[config.mk]
export PLATFORM = sky130hd
export DESIGN_NAME = p2c_cell
export DESIGN_NICKNAME = d
export VERILOG_FILES = /design/src/design/p2c_pkg.sv /design/src/design/p2c_cell.sv
export SDC_FILE = /design/constraint.sdc
export NUM_CORES = 1
export LEC_CHECK = 0
export BUFFER_PORTS_ARGS = -buffer_cell sky130_fd_sc_hd__buf_2
export CAP_MARGIN = 40
export CORE_MARGIN = 5
export CORE_UTILIZATION = 30
export DETAILED_ROUTE_END_ITERATION = 6
export SLEW_MARGIN = 20
export SYNTH_ARGS = -nofsm -noshare
export SYNTH_HDL_FRONTEND = slang
export SYNTH_SLANG_ARGS = --single-unit
[constraint.sdc]
create_clock -name clk -period 8.07 [get_ports clk]
set_clock_uncertainty 0.15 [all_clocks]
set_input_delay 0.4035 -clock clk [delete_from_list [all_inputs] [get_ports clk]]
set_output_delay 0.4035 -clock clk [all_outputs]
set_load 0.02 [all_outputs]
[src/design/p2c_pkg.sv]
// Package: widths, gain constant, arctangent table and pipeline vector type for polar_to_cartesian
`default_nettype none
package p2c_pkg;

	localparam int DATA_WIDTH   = 16;
	localparam int ITERATIONS   = 16;
	localparam int ATAN_ENTRIES = 24;
	localparam int NUM_CELLS    = (ITERATIONS < ATAN_ENTRIES) ? ITERATIONS : ATAN_ENTRIES;
	localparam int IDX_W        = $clog2(ATAN_ENTRIES);
	localparam int ANGLE_W      = 16;
	localparam int Z_W          = 32;
	// Q.31 vector plus CORDIC growth headroom
	localparam int XW           = 34;
	localparam int PROD_W       = DATA_WIDTH + 32;

	localparam logic signed [31:0] GAIN_Q31 = 32'sd1304065748;

	localparam logic [31:0] ATAN_TAB [ATAN_ENTRIES] = '{
		32'h20000000, 32'h12E4051E, 32'h09FB385B, 32'h051111D4, 32'h028B0D43, 32'h0145D7E1,
		32'h00A2F61E, 32'h00517C55, 32'h0028BE53, 32'h00145F2F, 32'h000A2F98, 32'h000517CC,
		32'h00028BE6, 32'h000145F3, 32'h0000A2FA, 32'h0000517D, 32'h000028BE, 32'h0000145F,
		32'h00000A30, 32'h00000518, 32'h0000028C, 32'h00000146, 32'h000000A3, 32'h00000051
	};

	typedef struct packed {
		logic signed [XW-1:0]  x;
		logic signed [XW-1:0]  y;
		logic signed [Z_W-1:0] z;
		logic                  last;
	} p2c_vec_t;

endpackage
`default_nettype wire

[src/design/p2c_cell.sv]
// One CORDIC micro-rotation stage with its own pipeline register
`default_nettype none
module p2c_cell (
	input  wire logic                       clk,
	input  wire logic                       arst_n,
	input  wire logic [p2c_pkg::IDX_W-1:0]  index,
	input  wire logic                       in_valid,
	output logic                            in_ready,
	input  wire p2c_pkg::p2c_vec_t          in_vec,
	output logic                            out_valid,
	input  wire logic                       out_ready,
	output p2c_pkg::p2c_vec_t               out_vec
);
	import p2c_pkg::*;

	logic signed [XW-1:0]  xi;
	logic signed [XW-1:0]  yi;
	logic signed [XW-1:0]  xs;
	logic signed [XW-1:0]  ys;
	logic signed [Z_W-1:0] ang;
	p2c_vec_t              nxt;
	p2c_vec_t              vec_q;
	logic                  valid_q;

	assign xi  = in_vec.x;
	assign yi  = in_vec.y;
	assign xs  = xi >>> index;
	assign ys  = yi >>> index;
	assign ang = $signed(ATAN_TAB[index]);

	always_comb begin
		nxt.last = in_vec.last;
		if (!in_vec.z[Z_W-1]) begin
			nxt.x = xi - ys;
			nxt.y = yi + xs;
			nxt.z = in_vec.z - ang;
		end else begin
			nxt.x = xi + ys;
			nxt.y = yi - xs;
			nxt.z = in_vec.z + ang;
		end
	end

	assign in_ready = !valid_q || out_ready;

	always_ff @(posedge clk or negedge arst_n) begin
		if (!arst_n)
			valid_q <= 1'b0;
		else if (in_ready)
			valid_q <= in_valid;
	end

	always_ff @(posedge clk) begin
		if (in_ready && in_valid)
			vec_q <= nxt;
	end

	assign out_valid = valid_q;
	assign out_vec   = vec_q;

endmodule
`default_nettype wire

* Word level (Yosys, flattened, before mapping) *
Memories as Yosys holds them, arrays and structs flattened.
Index checks and enable logic that the tools add are counted.

cells by class
  bitwise gates (word level) = 1
  order comparisons = 1
  multiplexer cells = 3
  reduce and logical (&&, ||, !) cells = 3
  shifts and indexed selects = 2
  $add $sub $neg = 6

operators by type and width
  operator                                                  number
  2-to-1 mux 100 bit                                        1
  adder 34 bit                                              2
  >>> shifter 34 x 5 -> 34 bit                              2
  subtractor 34 bit                                         2
  2-to-1 mux 32 bit                                         2
  adder 32 bit                                              1
  subtractor 32 bit                                         1
  greater-or-equal comparator 6 bit, second input constant  1
  inverter 5 -> 6 bit                                       1
  logical AND 1 bit                                         1
  logical NOT 1 bit                                         1
  logical OR 1 bit                                          1

word-level totals
  memory bits (read-only) = 1024
  flip-flop bits (word level) = 102
  word-level logic and storage cells = 22
  memories = 1
  output and inout bits = 103
  input port bits = 110

memory list
  name             depth  width  read ports  clocked after memory_dff  write ports  RTL line        text
  (no name shown)  32     32     1           0                         0            p2c_cell.sv:29  assign ang = $signed(ATAN_TAB[index]);

* Longest topological paths before layout *
  depth after elaboration = 6
  gate-level depth with buffers = 29
  depth with buffers taken out = 23

* Worst setup path before layout *
OpenSTA, ideal clock, no wires.

  path kind = input -> register
  start = input index[1] (netlist bit)
  end = register vec_q (netlist bit out_vec[66]) (data pin)
  arrival time = 5.803 ns
  path buffers = 6
  stages = 27
  path slack = 1.856 ns
  setup time = 0.261 ns
  cells stage by stage = buf_2 buf_2 buf_2 buf_1 clkbuf_1 mux4_2 mux2_2 nor2_1 a21oi_1 o21ai_0 ha_1 and3_1 and3_1 clkbuf_1 a31oi_1 xor2_1 ha_1 a21oi_1 o21ai_0 a221o_1 a21oi_1 o21ai_0 nor3_1 nor2_1 a221oi_1 o21ai_0 xnor2_1

RTL lines
  item                  RTL line        text
  start, declared       p2c_cell.sv:6   input wire logic [p2c_pkg::IDX_W-1:0] index,
  end signal, assigned  p2c_cell.sv:55  vec_q <= nxt;
  end, declared         p2c_cell.sv:22  p2c_vec_t vec_q;

==> flow_summary.toml <==
[setup_path]
crit_slowest_cell = "o31ai_1"
crit_path_max_fanout = 50
cpLargestDelayFamily = "compound AO/OA/AOI/OAI gates"
cp_slowest_stage_delay_ns = 0.59
endpoint_kind = "flop"
crit_buf_inv = 3
critPathLaunchType = "input port"
cp_cell_sequence = "buf_6, buf_16, buf_12, mux4_2, mux2i_1, o22ai_1, a211oi_2, nand3_1, nor4_1, a21oi_1, xnor2_1, ha_1, nand2_1, o31ai_1, a21oi_1, o31a_1, o311a_1, o31ai_1, a221oi_1, xnor2_1"
worst-endpoint-arrival_ns = 6.78
path_class = "input port to flop"
crit_required_ns = 8.07

[cts]
cts.path.max_buffers = 2
path_clk_slew_ns = 0.07
cts_sinks = 102
cts_root_buf = "clkbuf_16"
cts_htree_levels = 3
numCtsBuffers = 9
postCtsSetupBuffers = 0
cts_tree = "done"
clock_latency_ns = 0.40

[run_status]
run_status = "finished, final reports clean"

[floorplan]
rows = 83
dieArea_um2 = 56200
core_area_um2 = 51200
die_h_um = 237
fp.dieW_um = 237
pin_count = 213
initial_utilization_pct = 30.2

[synth]
synth-xor-area-share_pct = 9.85
yosysTopAreaCellShare_pct = 19.6
synth_area_leaders = "edfxtp_1 20%, mux4_2 9.3%, ha_1 8.6%"
ys.flop_type = "edfxtp_1"
synth.largest_area_cell = "edfxtp_1"
syn-num-nets = 1963
ys_types = 94
synthArstFlopShare_pct = 0.980
synth_mux_area_share_pct = 17.8
syn-cell-area_um2 = 15500
netlist_instances = 1744
synth_edf_count = 101
yosysSeqAreaShare_pct = 19.8
syn_avg_cell_area_um2 = 8.87
yosysMostFrequentCell = "nor2_1"
synth_warnings = 0
synth-seq-cells = 102
synth_top_family_by_area = "compound AO/OA/AOI/OAI gates"
synth-simple-area-share_pct = 16.6
synthAdderAreaFrac_pct = 8.96
synth_compound_area_share_pct = 22.6
synthTopCellsByCount = "146 x nor2_1, 140 x a21oi_1, 136 x nand2_1"

[drt]
wl_per_cell_um = 24.3
detail-route-antenna-nets = 0
vias_per_cell = 5.82
drt_iter0_drc = 1206
wirelength_mm = 63.2
vias = 15143
drc = 0
dr.pass1.iters = 5

[grt]
grt_pass1_wl_mm = 94.7
antenna_found_initial = 4
grt_pass1_vias = 15154
grt_max_degree = 74
grt-ovfl-total = 0
grt_usage_pct = 21.6

[sta]
finalHoldViolations = 0
relSlewSlack_pct = 24.6
slew_violations = 0
fin_crit_ns = 6.78
final-setup-viol-count = 0
max_freq_mhz = 148
worstMarginPinSlew_ns = 1.13
layout_worst_path_cycle_share_pct = 84.0
rsz0062_at_grt = "false"
tns_ns = 0

[layout]
fin_util_pct = 34.3
areaGrowthSynthToFinish_pct = 13.4
multiInputGateArea_um2 = 11700
final_layout_size_suffix_gt1_share_pct = 21.4
fillerInstances = 5346
nets = 2132
ff_latch_area_um2 = 3060

[placement]
hpwl_mm = 49.8
routabilityCongestion = 1.04
io_buffers = 212

[power_and_ir_drop]
ir_drop_uv = 104
p_leak_nw = 7.07
p_per_area_nw_per_um2 = 168

[worst_hold_path]
min_path_type = "input port to flop"

[flow_run]
maxCapViolations = 0
## cells by family (layout without fill, tap and decap cells)
logic type | Yosys count | in the layout
compound gates | 522 | 522
xor+xnor | 174 | 174
fa+ha+maj | 109 | 109
buf+inv | 140 | 314
flops | 102 | 102
mux | 180 | 180
other cells | 0 | 3
simple gates | 517 | 517
## worst register-to-register path, cell delays in order, from the launching register on
cell and delay, ns:
dfrtp_1 0.37, nand2b_1 0.11, and2_4 0.56, buf_4 0.67
## registers in the layout (all words and copies together) (netlist names)
register,count
out_vec,101
out_valid,1
## placed cells by master (no fill, tap or decap), types with 7 or more instances in the layout
| cell | synthesis | layout |
|---|---|---|
| a211oi_1 | 24 | 24 |
| a21boi_0 | 9 | 9 |
| a21o_1 | 37 | 37 |
| a21oi_1 | 140 | 140 |
| a221oi_1 | 12 | 12 |
| a22oi_1 | 9 | 9 |
| a2bb2oi_1 | 7 | 7 |
| a31oi_1 | 27 | 27 |
| a41oi_1 | 8 | 8 |
| and2_1 | 24 | 23 |
| and3_1 | 17 | 17 |
| and4_1 | 7 | 7 |
| buf_2 | 33 | 211 |
| buf_4 | 3 | 33 |
| clkbuf_16 | 0 | 9 |
| edfxtp_1 | 101 | 101 |
| ha_1 | 106 | 106 |
| inv_1 | 43 | 43 |
| mux2_2 | 42 | 42 |
| mux2i_1 | 67 | 67 |
| mux4_2 | 64 | 64 |
| nand2_1 | 136 | 136 |
| nand2b_1 | 37 | 37 |
| nand3_1 | 30 | 30 |
| nand4_1 | 14 | 14 |
| nor2_1 | 146 | 145 |
| nor2b_1 | 29 | 29 |
| nor3_1 | 26 | 26 |
| o211ai_1 | 15 | 15 |
| o21a_1 | 31 | 31 |
| o21ai_0 | 87 | 87 |
| o21bai_1 | 12 | 12 |
| o22ai_1 | 13 | 13 |
| o31ai_1 | 11 | 11 |
| or2_2 | 10 | 10 |
| or3_1 | 9 | 9 |
| xnor2_1 | 104 | 104 |
| xor2_1 | 70 | 70 |
## area by class of cell
cell class                      instances  area share (%)
Multi-Input combinational cell       1502            66.9
Clock inverter                          6           0.214
Timing Repair Buffer                  254            8.35
Inverter                               44           0.941
Sequential cell                       102            17.4
Tap cell                              680            4.85
Antenna cell                            3          0.0428
Clock buffer                           10            1.30
## worst paths after layout
path                            startpoint          end  slack [ns]  cells after the start
worst min-delay path              in_valid    out_valid        0.06                      2
worst max register to register   out_valid  out_vec[81]        5.73                      3
worst min register to register   out_valid    out_valid        0.38                      2
worst max-delay path              index[0]  out_vec[99]        1.29                     20
max in group asynchronous           arst_n    out_valid        7.53                      2
min in group asynchronous           arst_n    out_valid        0.15                      2
## layer usage
layer | wire [um] | vias to the layer above | track usage (%)
met5 | 0 | - | 0
met2 | 29500 | 656 | 35.5
met4 | 2290 | 0 | 7.78
met1 | 26800 | 7357 | 28.1
met3 | 4650 | 113 | 4.75
li1 | - | 7017 | -
## where the power goes
group / internal (mW) / switching, mW
Clock: 0.208 / 0.225
Sequential: 0.746 / 0.0234
Combinational: 0.679 / 1.07
## what timing repair did
action,in CTS,in global routing
hold endpoints to repair,2,0
resized for setup,0,0
hold buffers,2,0
## through the flow
stage	instance area [um^2]	cells	hold slack (ns)	setup slack, ns	power (mW)
floorplan	15500	1744	-0.0421	1.86	2.01
global placement	17200	2572	0.0285	0.882	2.50
detailed placement	17200	2576	0.0303	0.867	2.51
CTS	17500	2594	0.0260	1.30	2.97
global route	17600	2601	0.0671	0.841	3.16
finish	17600	2601	0.0594	1.29	2.95
Note: power is estimated with default switching activity, not from simulation.
