[config.mk]
export PLATFORM = sky130hd
export DESIGN_NAME = p2c_front
export DESIGN_NICKNAME = d
export VERILOG_FILES = /design/src/design/p2c_pkg.sv /design/src/design/p2c_front.sv
export SDC_FILE = /design/constraint.sdc
export NUM_CORES = 1
export LEC_CHECK = 0
export ABC_CLOCK_PERIOD_IN_PS = 3100
export BUFFER_PORTS_ARGS = -buffer_cell sky130_fd_sc_hd__buf_2
export CELL_PAD_IN_SITES_DETAIL_PLACEMENT = 1
export CELL_PAD_IN_SITES_GLOBAL_PLACEMENT = 2
export CORE_MARGIN = 2
export CORE_UTILIZATION = 35
export DETAILED_ROUTE_END_ITERATION = 12
export PLACE_DENSITY = 0.79
export SKIP_LAST_GASP = 1
export SLEW_MARGIN = 25
export SYNTH_ARGS = -nofsm -noshare
export SYNTH_HDL_FRONTEND = slang
export SYNTH_SLANG_ARGS = --single-unit
export TNS_END_PERCENT = 10
[constraint.sdc]
create_clock -name clk -period 3.1 [get_ports clk]
set_input_delay 0.31 -clock clk [delete_from_list [all_inputs] [get_ports clk]]
set_output_delay 0.31 -clock clk [all_outputs]
set_load 0.1 [all_outputs]
[src/design/p2c_pkg.sv]
// Package: widths, gain constant, arctangent table and pipeline vector type for polar_to_cartesian
`default_nettype none
package p2c_pkg;

	localparam int DATA_WIDTH   = 16;
	localparam int ITERATIONS   = 16;
	localparam int ATAN_ENTRIES = 24;
	localparam int NUM_CELLS    = (ITERATIONS < ATAN_ENTRIES) ? ITERATIONS : ATAN_ENTRIES;
	localparam int IDX_W        = $clog2(ATAN_ENTRIES);
	localparam int ANGLE_W      = 16;
	localparam int Z_W          = 32;
	// Q.31 vector plus CORDIC growth headroom
	localparam int XW           = 34;
	localparam int PROD_W       = DATA_WIDTH + 32;

	localparam logic signed [31:0] GAIN_Q31 = 32'sd1304065748;

	localparam logic [31:0] ATAN_TAB [ATAN_ENTRIES] = '{
		32'h20000000, 32'h12E4051E, 32'h09FB385B, 32'h051111D4, 32'h028B0D43, 32'h0145D7E1,
		32'h00A2F61E, 32'h00517C55, 32'h0028BE53, 32'h00145F2F, 32'h000A2F98, 32'h000517CC,
		32'h00028BE6, 32'h000145F3, 32'h0000A2FA, 32'h0000517D, 32'h000028BE, 32'h0000145F,
		32'h00000A30, 32'h00000518, 32'h0000028C, 32'h00000146, 32'h000000A3, 32'h00000051
	};

	typedef struct packed {
		logic signed [XW-1:0]  x;
		logic signed [XW-1:0]  y;
		logic signed [Z_W-1:0] z;
		logic                  last;
	} p2c_vec_t;

endpackage
`default_nettype wire

[src/design/p2c_front.sv]
// Front end: gain multiply, quadrant split and pre-rotation, two pipeline stages
`default_nettype none
module p2c_front (
	input  wire logic                                   clk,
	input  wire logic                                   arst_n,
	input  wire logic                                   in_valid,
	output logic                                        in_ready,
	input  wire logic signed [p2c_pkg::DATA_WIDTH-1:0]  radius,
	input  wire logic        [p2c_pkg::ANGLE_W-1:0]     angle,
	input  wire logic                                   last_in,
	output logic                                        out_valid,
	input  wire logic                                   out_ready,
	output p2c_pkg::p2c_vec_t                           out_vec
);
	import p2c_pkg::*;

	logic signed [PROD_W-1:0]  prod;
	logic signed [PROD_W-1:0]  prod_s1;
	logic        [1:0]         quad;
	logic        [1:0]         quad_s1;
	logic        [ANGLE_W-1:0] zhi;
	logic        [ANGLE_W-1:0] zhi_s1;
	logic                      last_s1;
	logic                      valid_s1;
	logic                      ready_s1;
	logic signed [PROD_W-1:0]  prod_sh;
	logic signed [XW-1:0]      x0;
	p2c_vec_t                  vec;
	p2c_vec_t                  vec_s2;
	logic                      valid_s2;
	logic                      ready_s2;
	logic        [ANGLE_W-1:0] rnd_angle;

	assign prod      = PROD_W'(radius) * PROD_W'(GAIN_Q31);
	assign rnd_angle = angle + ANGLE_W'(16'h2000);
	assign quad      = rnd_angle[ANGLE_W-1 -: 2];
	assign zhi       = angle - {quad, {(ANGLE_W-2){1'b0}}};

	assign ready_s2 = !valid_s2 || out_ready;
	assign ready_s1 = !valid_s1 || ready_s2;
	assign in_ready = ready_s1;

	always_ff @(posedge clk or negedge arst_n) begin
		if (!arst_n) begin
			valid_s1 <= 1'b0;
			valid_s2 <= 1'b0;
		end else begin
			if (ready_s1)
				valid_s1 <= in_valid;
			if (ready_s2)
				valid_s2 <= valid_s1;
		end
	end

	always_ff @(posedge clk) begin
		if (ready_s1 && in_valid) begin
			prod_s1 <= prod;
			quad_s1 <= quad;
			zhi_s1  <= zhi;
			last_s1 <= last_in;
		end
		if (ready_s2 && valid_s1)
			vec_s2 <= vec;
	end

	assign prod_sh = prod_s1 >>> (DATA_WIDTH - 1);
	assign x0      = prod_sh[XW-1:0];

	always_comb begin
		vec.z    = $signed({zhi_s1, {(Z_W-ANGLE_W){1'b0}}});
		vec.last = last_s1;
		case (quad_s1)
			2'd0: begin
				vec.x = x0;
				vec.y = '0;
			end
			2'd1: begin
				vec.x = '0;
				vec.y = x0;
			end
			2'd2: begin
				vec.x = -x0;
				vec.y = '0;
			end
			default: begin
				vec.x = '0;
				vec.y = -x0;
			end
		endcase
	end

	assign out_valid = valid_s2;
	assign out_vec   = vec_s2;

endmodule
`default_nettype wire

======== Word level (Yosys, flattened, before mapping) ========
Cells that the tools add are included.
storage, ports and cells
  register bits ........................... 152
  output and inout port bits .............. 103
  bits of input ports ..................... 37
  word-level logic and storage cells ...... 24
cells by class
  reduce and logical (&&, ||, !) cells .... 7
  add/subtract/negate cells ............... 3
  multiplexer cells ....................... 1
  multiply operators ...................... 1
  equality and inequality tests ........... 2
operators by type and width
  operator                                                                number
  68-bit case mux with 3 select lines                                     1
  16-bit by 30-bit multiplier with 46-bit output (second input constant)  1
  33-bit negator with 34-bit output                                       1
  16-bit by 14-bit adder with 16-bit output (second input constant)       1
  16-bit subtractor                                                       1
  2-bit by 1-bit == test with 1-bit output (second input constant)        1
  2-bit == test (second input constant)                                   1
  1-bit logical AND                                                       2
  1-bit zero test                                                         2
  2-bit zero test                                                         1
  1-bit logical OR                                                        2

======== Logic depth before layout (Yosys ltp) ========
Gate-level depths: netlist of the first run.
  depth in word-level cells ............... 4
  depth in mapped cells ................... 22
  depth with buffers taken out ............ 21

======== Least setup slack after synthesis of the first run ========
Ideal clock, no wire load.
  path type ............................... input to register
  start ................................... in radius[13] in the netlist's numbering
  end ..................................... reg prod_s1[42] (data pin)
  arrival time ............................ 5.405 ns
  buffers on the path ..................... 0
  cell stages on the path ................. 19
  setup slack ............................. -2.570 ns
  library setup time ...................... 0.264 ns
  cell sequence ........................... fa_1 fa_1 inv_1 fa_1 inv_1 fa_1 fa_1 inv_1 fa_1 inv_1 ha_1 a21oi_1 o21bai_1 a21o_1 or3_1 o21ai_0 o31ai_1 a21boi_0 xnor2_1
on the way
  cells in the longest elaborated chain, start to end .. 1
RTL lines
  what                                            line             text
  start: declaration                              p2c_front.sv:8   input wire logic signed [p2c_pkg::DATA_WIDTH-1:0] radius,
  16-bit by 30-bit multiplier with 46-bit output  p2c_front.sv:34  assign prod = PROD_W'(radius) * PROD_W'(GAIN_Q31);
  via prod[42]                                    p2c_front.sv:17  logic signed [PROD_W-1:0] prod;
  end signal: assignment                          p2c_front.sv:57  prod_s1 <= prod;
  end: declaration                                p2c_front.sv:18  logic signed [PROD_W-1:0] prod_s1;
The timed path passes the listed nets, and every way through them passes these cells.
A chain may end at the register's enable or synchronous reset.

======== Worst setup path in the final report of the first run ========
  start ................................... in radius[15] in the netlist's numbering
  end ..................................... reg prod_s1[45] (data pin)
Same word-level chain as after synthesis.

==> impl_results.md, run 1 <==
- Post-synthesis register bit count: 139
- Gr ovfl total: 0
- Sink Count: approximately 140
- Cell variety after synth: 55
- Synth warnings: 0
- First-pass GRT wire length: about 60 mm
- Final setup fails: 33
- Fraction of layout cells with a size suffix above 1: 0.337
- Sequential element share of the synthesized area: 0.306
- Core area: 38600 sq um
- DIE AREA: 40500 sq um
- Die Y: 201 microns
- Crit Path Category: in2reg
- Final wirelength: 37.8 mm
- Area delta synth->final: 33.3%
- Std cell rows: between 70 and 80
- DR DRC count: 0
- Synth Instances: 1216
- Htree depth: 4
- # fillers: 4287
- Final min period: 5.26 ns
- Setup tns final: -62.38 ns
- CTS max path bufs: 2
- Mean Syn Cell Area: 11.2 sq um
- Util after Layout: 0.471
- Worst-Skew Late Latency: ~0.42 ns
- Setup slack after placement: -2.88 ns
- Fraction of registers with async set/reset: 0.0144
- Area of the mapped netlist: 13600 sq um
- Largest net degree at the start of global routing: 51
- Prevailing post-synth register cell: edfxtp_1
- Final WS setup: -2.16 ns
- IO Port Bufs: between 100 and 150
- Root buffer cell: clkbuf_16
- Starting DRT DRC Count: 340
- Hold Violations, Final: 0
- Vias per cell: 4.59
- Setup crit start kind: primary input
- Worst Clk Skew: 0.0112 ns
- Die width: 201 microns
- Slew Viols, Final: 0
- Post-route ant nets: 0
- TritonRoute pass-1 iters: 4
- Synth area leader: edfxtp_1
- Status: complete, but fails checks
- Routed via count: between 9000 and 10000
- Crit-path max FO: 4
- Yosys top cell area share: 0.302
- HPWL Detailed: between 30 and 40 mm
- ANT cells: 0
- Global-route usage over all layers: 0.190
- CTS Buf Count: 17
- Fmax: 190 MHz
- Final Cycle Share: 1.70
- NumNets Final: between 1500 and 2000
- Placer Congestion: approximately 0.94
- Largest cells by area after synthesis: edfxtp_1 30%, fa_1 26%, ha_1 15%, inv_1 7.7%, xor2_1 2.6%
- RSZ-0062 raised after global routing: yes
- Arr. time, crit path: 5.54 ns
- R2r setup slk: between 0.2 and 0.3 ns
- Reg clk slew, reported paths: around 0.060 ns
- TritonCTS clock tree: done
- Vias in the first global route: ~11000
- Antenna violations before repair: 1
- Data required time at the worst endpoint: 3.38 ns
- Worst Setup End Kind: flip-flop
- Post-synth EDFFs: 137
- Violated checks: setup timing
- Top Ports: 140
- Relative slew margins: 0.639
- Routed wire per std cell: 17.8 microns
- Hold Slack: 0.0646 ns
- Initial core utilization: 0.353
- Max Cap Viol: 0
- Slew @ Worst Pin: 0.542 ns
- Worst hold path type: in2reg
-- stage by stage --
stage	cell area (sq um)	std cells
after floorplan	14000	1231
after global placement	16800	2067
after detailed placement	16800	2067
after CTS	17900	2113
after global routing	18100	2120
final	18100	2120
-- cell type report --
cell class | instances | area [sq um] | share of cell area
multi-input combinational | 774 | 8950 | 0.493
sequential | 139 | 4160 | 0.230
clock inverter | 14 | 241 | 0.0133
timing repair buffer | 378 | 2660 | 0.146
tap | 518 | 648 | 0.0357
inverter | 279 | 1050 | 0.0579
clock buffer | 18 | 429 | 0.0237
-- final timing paths --
kind | endpoint | cells after the start | start
max | prod_s1[45]$_DFFE_PP_ | 18 | radius[15]
min | zhi_s1[5]$_DFFE_PP_ | 1 | angle[5]
max reg2reg | out_vec[60]$_DFFE_PP_ | 8 | prod_s1[29]$_DFFE_PP_
min reg2reg | out_vec[28]$_DFFE_PP_ | 0 | zhi_s1[11]$_DFFE_PP_
max in group asynchronous | valid_s1$_DFFE_PN0N_ | 2 | arst_n
min in group asynchronous | out_valid$_DFFE_PN0P_ | 2 | arst_n
-- kinds of logic after synthesis --
logic type	after synthesis	share of synthesized area
other cells	1	0.000276
simple gates	206	0.0771
mux	2	0.00156
buf+inv	318	0.0921
xor+xnor	63	0.0405
fa+ha+maj	341	0.411
compound gates	146	0.0713
flops	139	0.306
-- sequential cells by signal, indices dropped and copies added, names as in the netlist --
signal,cells
valid_s1,1
quad_s1,2
prod_s1,33
out_vec,85
out_valid,1
zhi_s1,16
last_s1,1
-- cell usage after synthesis (all sizes together) (2+ instances only) --
master  count
or4         5
fa        177
nor2       62
a21boi      3
o221a       2
nand4      18
a21oi      39
a21o       17
or2         3
nor4        3
a311oi      2
xor2       41
buf        17
a31oi       6
o31ai      14
nor2b      36
and3        3
a211o       2
ha        164
or3         2
nand3      14
xnor2      22
nand2b      4
and2       10
o211ai      5
a221oi      2
clkbuf     22
inv       279
o21a        3
nand2      38
o21ai      29
edfxtp    137
o21bai      8
o41ai       6
dfrtp       2
nor3        7
-- worst max-delay path, cell delays in order --
cell,delay [ns]
buf_2,0.13
fa_2,0.43
fa_2,0.55
inv_2,0.06
fa_2,0.60
fa_1,0.44
fa_1,0.49
inv_1,0.05
fa_1,0.51
ha_4,0.32
nand4_1,0.12
nor4_2,0.33
nand4_1,0.19
o32ai_4,0.20
o21ai_2,0.14
a211o_1,0.32
a211o_1,0.27
nand4_1,0.07
-- cells in the final DEF, fill, tap and decap left out, types with 9 or more instances in the layout --
cell type,Yosys,final
o31ai_1,13,9
a21oi_1,39,31
xor2_1,41,41
o21ai_0,29,19
inv_1,279,260
fa_2,0,26
nor2b_1,36,36
a21o_1,17,17
nand4_1,18,18
clkbuf_16,0,17
xnor2_1,22,22
inv_2,0,18
nor2_1,62,59
buf_4,16,250
buf_2,0,113
conb_1,1,16
nand2_1,38,35
ha_4,0,27
nand3_1,14,13
ha_1,164,135
edfxtp_1,137,137
fa_1,177,151
-- routing by layer --
metal / up-vias / track usage / share of wire
met5: - / 0 / 0
met4: 0 / 0.0441 / 0.019
met3: 39 / 0.0241 / 0.034
met2: 193 / 0.337 / 0.50
met1: 4821 / 0.248 / 0.45
li1: 4685 / - / -
-- timing repair --
item / 4_1_cts / 5_1_grt
gates cloned: 0 / 0
hold buffers: 1 / 0
resized for setup: 75 / 40
hold endpoints to repair: 2 / 0
pin swaps: 63 / 49
setup buffers: 13 / 6
endpoints found under the setup margin: 33 / 33
Power of run 1 is not shown: default switching activity piles up to over one toggle a cycle in this logic, so the estimate is an artifact.
==> run 2, diff against run 1 <==
==> constraint.sdc (replaced) <==
create_clock -name clk -period 3.1 [get_ports clk]
set_input_delay 0.62 -clock clk [delete_from_list [all_inputs] [get_ports clk]]
set_output_delay 0.62 -clock clk [all_outputs]
set_load 0.1 [all_outputs]
==> run 2 against run 1 <==
Against the previous run:
- the flow still finishes with violations (setup timing)
- setup slack worse by 0.30 ns
- hold slack better by 0.31 ns
- critical path depth up 1
- non-clock buffer count down 7
- global-route usage up 0.094 points
- first-iteration DRC count down 12%
- die area unchanged
- sequential cell count unchanged
- maximum frequency down 5.4%
- clock skew down 0.0047 ns
- highest routed layer unchanged
- via count down 0.28%
==> impl_results.md, run 2 (synthesized netlist as in run 1, its figures left out) <==
- # fillers: 4260
- Final min period: approximately 5.6 ns
- Arr. time, crit path: approximately 5.8 ns
- Setup crit start kind: primary input
- Final wirelength: 37.7 mm
- Fraction of layout cells with a size suffix above 1: 0.322
- Routed wire per std cell: 17.8 microns
- Core area: 38600 sq um
- Vias per cell: between 4 and 5
- Initial core utilization: 0.353
- Max stage delay on crit path: approximately 0.59 ns
- TritonCTS clock tree: done
- Violated checks: setup timing
- Max FFs per register: 85
- Fmax: between 150 and 200 MHz
- Status: complete, but fails checks
- First-pass GRT wire length: 60.3 mm
- Finished Cell Area: 17900 sq um
- CP Buf/Inv Count: 5
- Global-route usage over all layers: 0.191
- Commonest non-fill, non-tap cell in the layout: inv_1
- Crit-path max FO: 6
- Post-Layout Cell Count: 2113
- Final WS setup: -2.46 ns
- DIE AREA: 40500 sq um
- Vias in the first global route: between 10000 and 15000
- DR DRC count: 0
- Die Y: 201 microns
- Routed via count: 9711
- Starting DRT DRC Count: 300
- ANT cells: 0
- Setup tns final: -72.65 ns
- Wire length on met2: 18.8 mm
- NumNets Final: 1960
- IO Port Bufs: 123
- Largest net degree at the start of global routing: 69
- Post-route ant nets: 0
- Commonest cells after routing, fill and taps aside: 263 x inv_1, 242 x buf_4, 155 x fa_1
- Data required time at the worst endpoint: 3.34 ns
- TritonRoute pass-1 iters: 6
- Crit Path Category: in2reg
- Root buffer cell: clkbuf_16
- Final setup fails: 33
- Die width: 201 microns
- Placer Congestion: 0.925
- Gr ovfl total: 0
- CTS Buf Count: 17
- Reg clk slew, reported paths: 0.06 ns
- Max Cap Viol: 0
- Worst-Skew Late Latency: 0.41 ns
- Relative slew margins: 0.539
- Top Layer Used: met4
- RSZ-0062 raised after global routing: yes
- Htree depth: 4
- Worst hold path type: in2reg
- Top delay family on crit path: adder cells
- Worst Setup End Kind: flip-flop
- CTS max path bufs: 2
- Met1 WL: 17.0 mm
- Worst path slowest cell: fa_2
- Footprint of the multi-input gates: 8850 sq um
- Antenna violations before repair: 0
- Seq. cell area: 4160 sq um
- Area delta synth->final: 31.6%
- HPWL Detailed: 32.5 mm
- Slew Viols, Final: 0
- Worst Clk Skew: 0.00653 ns
- Hold Violations, Final: 0
- Sink Count: roughly 140
- Slew @ Worst Pin: 0.691 ns
- Worst-path cell chain: buf_12 -> fa_2 -> inv_1 -> fa_2 -> inv_2 -> fa_2 -> fa_1 -> fa_1 -> inv_1 -> fa_1 -> inv_1 -> ha_4 -> and3_4 -> nand2_4 -> nor3_4 -> o31ai_4 -> a2111o_1 -> and2_4 -> a311oi_2
- Placed insts: 2067
- Std cell rows: 72
- Top Ports: 140
- Met3 Routed Length: 1.17 mm
- Final Cycle Share: 1.79
- Post-DP Area: 16800 sq um
run 2: layer usage:
layer | track usage | up-vias
li1 | - | 4664
met1 | 0.246 | 4817
met2 | 0.343 | 192
met3 | 0.0214 | 38
met4 | 0.0457 | 0
met5 | 0 | -
run 2: worst reg2reg max path: cells and delay by family, from the launching register on:
kind | cells | cell delay (ns)
compound gates | 1 | 0.28
flops | 1 | 0.45
xor+xnor | 1 | 0.25
simple gates | 6 | 1.58
run 2: path summary, 6_finish.rpt:
| path | from | to | slack [ns] | depth (start not counted) |
|---|---|---|---|---|
| worst max register to register | prod_s1[29]$_DFFE_PP_ | out_vec[94]$_DFFE_PP_ | 0.28 | 8 |
| worst max-delay path | radius[5] | prod_s1[43]$_DFFE_PP_ | -2.46 | 19 |
| worst min-delay path | angle[0] | zhi_s1[0]$_DFFE_PP_ | 0.38 | 1 |
| min in group asynchronous | arst_n | valid_s1$_DFFE_PN0N_ | 0.52 | 2 |
| worst min register to register | zhi_s1[2]$_DFFE_PP_ | out_vec[19]$_DFFE_PP_ | 0.42 | 0 |
| max in group asynchronous | arst_n | out_valid$_DFFE_PN0P_ | 2.48 | 2 |
run 2: final cells by class:
| cell class | instances | area share |
|---|---|---|
| Inverter | 279 | 0.0588 |
| Tap cell | 518 | 0.0362 |
| Multi-Input combinational cell | 774 | 0.494 |
| Clock inverter | 12 | 0.00790 |
| Clock buffer | 20 | 0.0244 |
| Sequential cell | 139 | 0.233 |
| Timing Repair Buffer | 371 | 0.146 |
run 2: repair_timing:
action | in CTS | in global routing
gates resized for setup | 88 | 11
pin swaps | 78 | 7
hold buffers | 1 | 0
endpoints found under the setup margin | 33 | 33
buffers inserted | 11 | 1
endpoints found under the hold margin | 2 | 0
run 2: through the flow:
step                 util  worst slack [ns]  hold slack, ns
global placement    0.435             -3.19           0.401
floorplan               -             -2.51           0.324
finish              0.464             -2.46           0.376
detailed placement  0.435             -3.18           0.407
global route        0.464             -2.63           0.354
CTS                 0.463             -2.43           0.355
Power of run 2 is left out for the same reason.
==> run 3, diff against run 2 <==
- CTS_BUF_LIST: not set -> sky130_fd_sc_hd__clkbuf_8
- PLACE_DENSITY: 0.79 -> not set
- PLACE_DENSITY_LB_ADDON: not set -> 0.3
==> run 3 against run 2 <==
Against the previous run:
- the flow still finishes with violations (setup timing)
- final area decreased by 1.1%
- maximum frequency shrank 1.5%
- sequential cell count stayed put
- critical path depth up 3
- routed wire length fell by 2.6%
- setup slack got worse by 0.085 ns
- via count fell by 1.6%
- die area is the same
- critical path type unchanged
==> impl_results.md, run 3 (synthesized netlist as in run 1, its figures left out) <==
- Violated checks: setup timing
- Hold Path Sink: zhi_s1[8]$_DFFE_PP_
- Worst hold path startpoint: angle[8]
- TritonCTS clock tree: done
- Slew @ Worst Pin: approximately 0.6 ns
- Largest net degree at the start of global routing: 69
- Core area: 38600 sq um
- Max stage delay on crit path: 0.54 ns
- CTS Buf Count: 17
- NumNets Final: 1960
- R2r endpoint: out_vec[95]$_DFFE_PP_
- HPWL Detailed: 32.3 mm
- Post-route ant nets: 0
- Worst path slowest cell: fa_1
- Final min period: between 5 and 6 ns
- Fraction of layout cells with a size suffix above 1: 0.317
- IO Port Bufs: roughly 120
- Vias per cell: 4.52
- Worst Clk Skew: around 0.011 ns
- Footprint of the multi-input gates: 8820 sq um
- Reg clk slew, reported paths: 0.08 ns
- First-pass GRT wire length: 58.0 mm
- Arr. time, crit path: 5.85 ns
- Die Y: 201 microns
- Die width: 201 microns
- Hold Violations, Final: 0
- Final wirelength: 36.7 mm
- R2r setup slk: 0.36 ns
- Root buffer cell: clkbuf_8
- Std cell rows: 72
- Util after Layout: 0.459
- Initial core utilization: 0.353
- Routed via count: 9557
- Placed insts: 2064
- Routed wire per std cell: 17.4 microns
- Max Cap Viol: 0
- R2R depth: 8
- Slew Viols, Final: 0
- CTS max path bufs: 2
- Starting DRT DRC Count: 251
- Crit-path max FO: 5
- Worst-Skew Late Latency: 0.44 ns
- Commonest non-fill, non-tap cell in the layout: inv_1
- Post-Layout Cell Count: between 2000 and 2500
- Post-DP Area: 16800 sq um
- Crit Path Category: in2reg
- Antenna violations before repair: 0
- CP most frequent cell: fa_1
- Max FFs per register: 85
- DR DRC count: 0
- Worst hold path type: in2reg
- Hold Slack: about 0.35 ns
- Final setup fails: 33
- Relative slew margins: 0.611
- Data required time at the worst endpoint: around 3.3 ns
- Area delta synth->final: 30.1%
- Global-route usage over all layers: 0.185
- Gr ovfl total: 0
- TritonRoute pass-1 iters: 4
- R2R Path Start: prod_s1[29]$_DFFE_PP_
- Commonest cells after routing, fill and taps aside: 269 x inv_1, 242 x buf_4, 158 x fa_1
- Htree depth: 4
- Seq. cell area: roughly 4200 sq um
- ANT cells: 0
- DIE AREA: 40500 sq um
- Final Cycle Share: 1.82
- Worst Setup End Kind: flip-flop
- Status: complete, but fails checks
- Sink Count: 139
- Fmax: 177 MHz
- Finished Cell Area: 17700 sq um
- Placer Congestion: 0.949
- Top Ports: 140
- Worst-path cell chain: buf_12 -> fa_1 -> buf_4 -> fa_1 -> inv_2 -> fa_1 -> inv_1 -> fa_1 -> fa_1 -> inv_2 -> fa_1 -> inv_2 -> ha_4 -> buf_6 -> and2_4 -> nand3_2 -> nor2_1 -> o31ai_1 -> buf_4 -> a2111o_1 -> and2_4 -> xnor2_1
- # fillers: 4301
- Final WS setup: -2.55 ns
- Setup crit start kind: primary input
- Vias in the first global route: 10600
- RSZ-0062 raised after global routing: yes
- Hold depth: 1
==> run 3: cell types whose count changed in the layout (fill, tap and decap cells not counted), sizes merged <==
cell / before / now
clkinv: 3 / 4
clkinvlp: 4 / 1
clkbuf: 20 / 21
bufinv: 2 / 3
==> run 3: cell type report <==
type                    instances  area share
inverters                     279      0.0595
repair buffers                371       0.146
clock inverters                11     0.00820
clock buffers                  21      0.0163
well taps                     518      0.0366
flip-flops and latches        139       0.235
multi-input cells             774       0.498
==> run 3: worst max-delay path by stage <==
| stage | to | start | slack (ns) | depth (start not counted) |
|---|---|---|---|---|
| after CTS | prod_s1[39]$_DFFE_PP_ | radius[5] | -2.49 | 21 |
| after global routing | prod_s1[26]$_DFFE_PP_ | radius[2] | -2.65 | 22 |
| after floorplan | prod_s1[41]$_DFFE_PP_ | radius[9] | -2.51 | 18 |
| after global placement | prod_s1[43]$_DFFE_PP_ | radius[8] | -3.08 | 18 |
| final | prod_s1[39]$_DFFE_PP_ | radius[5] | -2.55 | 22 |
| after detailed placement | prod_s1[43]$_DFFE_PP_ | radius[8] | -3.17 | 18 |
==> run 3: repair_timing <==
item / in CTS / in global routing
hold buffers: 1 / 0
setup buffers: 11 / 4
endpoints found under the hold margin: 2 / 0
pin swaps: 43 / 23
setup endpoints to repair: 33 / 33
resized for setup: 68 / 14
==> run 3: per-stage QoR <==
step / TNS [ns] / setup WS [ns]
floorplan: -120.09 / -2.51
finish: -73.71 / -2.55
global route: -78.00 / -2.65
CTS: -72.32 / -2.49
global placement: -90.94 / -3.08
detailed placement: -92.75 / -3.17
==> run 3: routing by layer <==
layer  GRT usage  wire (microns)
met3      0.0220            1160
met1       0.246           17200
met2       0.326           17900
met4      0.0383             460
met5           0               0
==> run 3: worst max-delay path: cells and delay by family <==
kind / cells / cell delay (ns)
AND/OR/NAND/NOR: 4 / 0.56
buffers and inverters: 8 / 0.70
AO/OA/AOI/OAI: 2 / 0.55
adder cells (fa/ha/maj): 7 / 3.30
XOR/XNOR: 1 / 0.12
Power of run 3 is left out for the same reason.
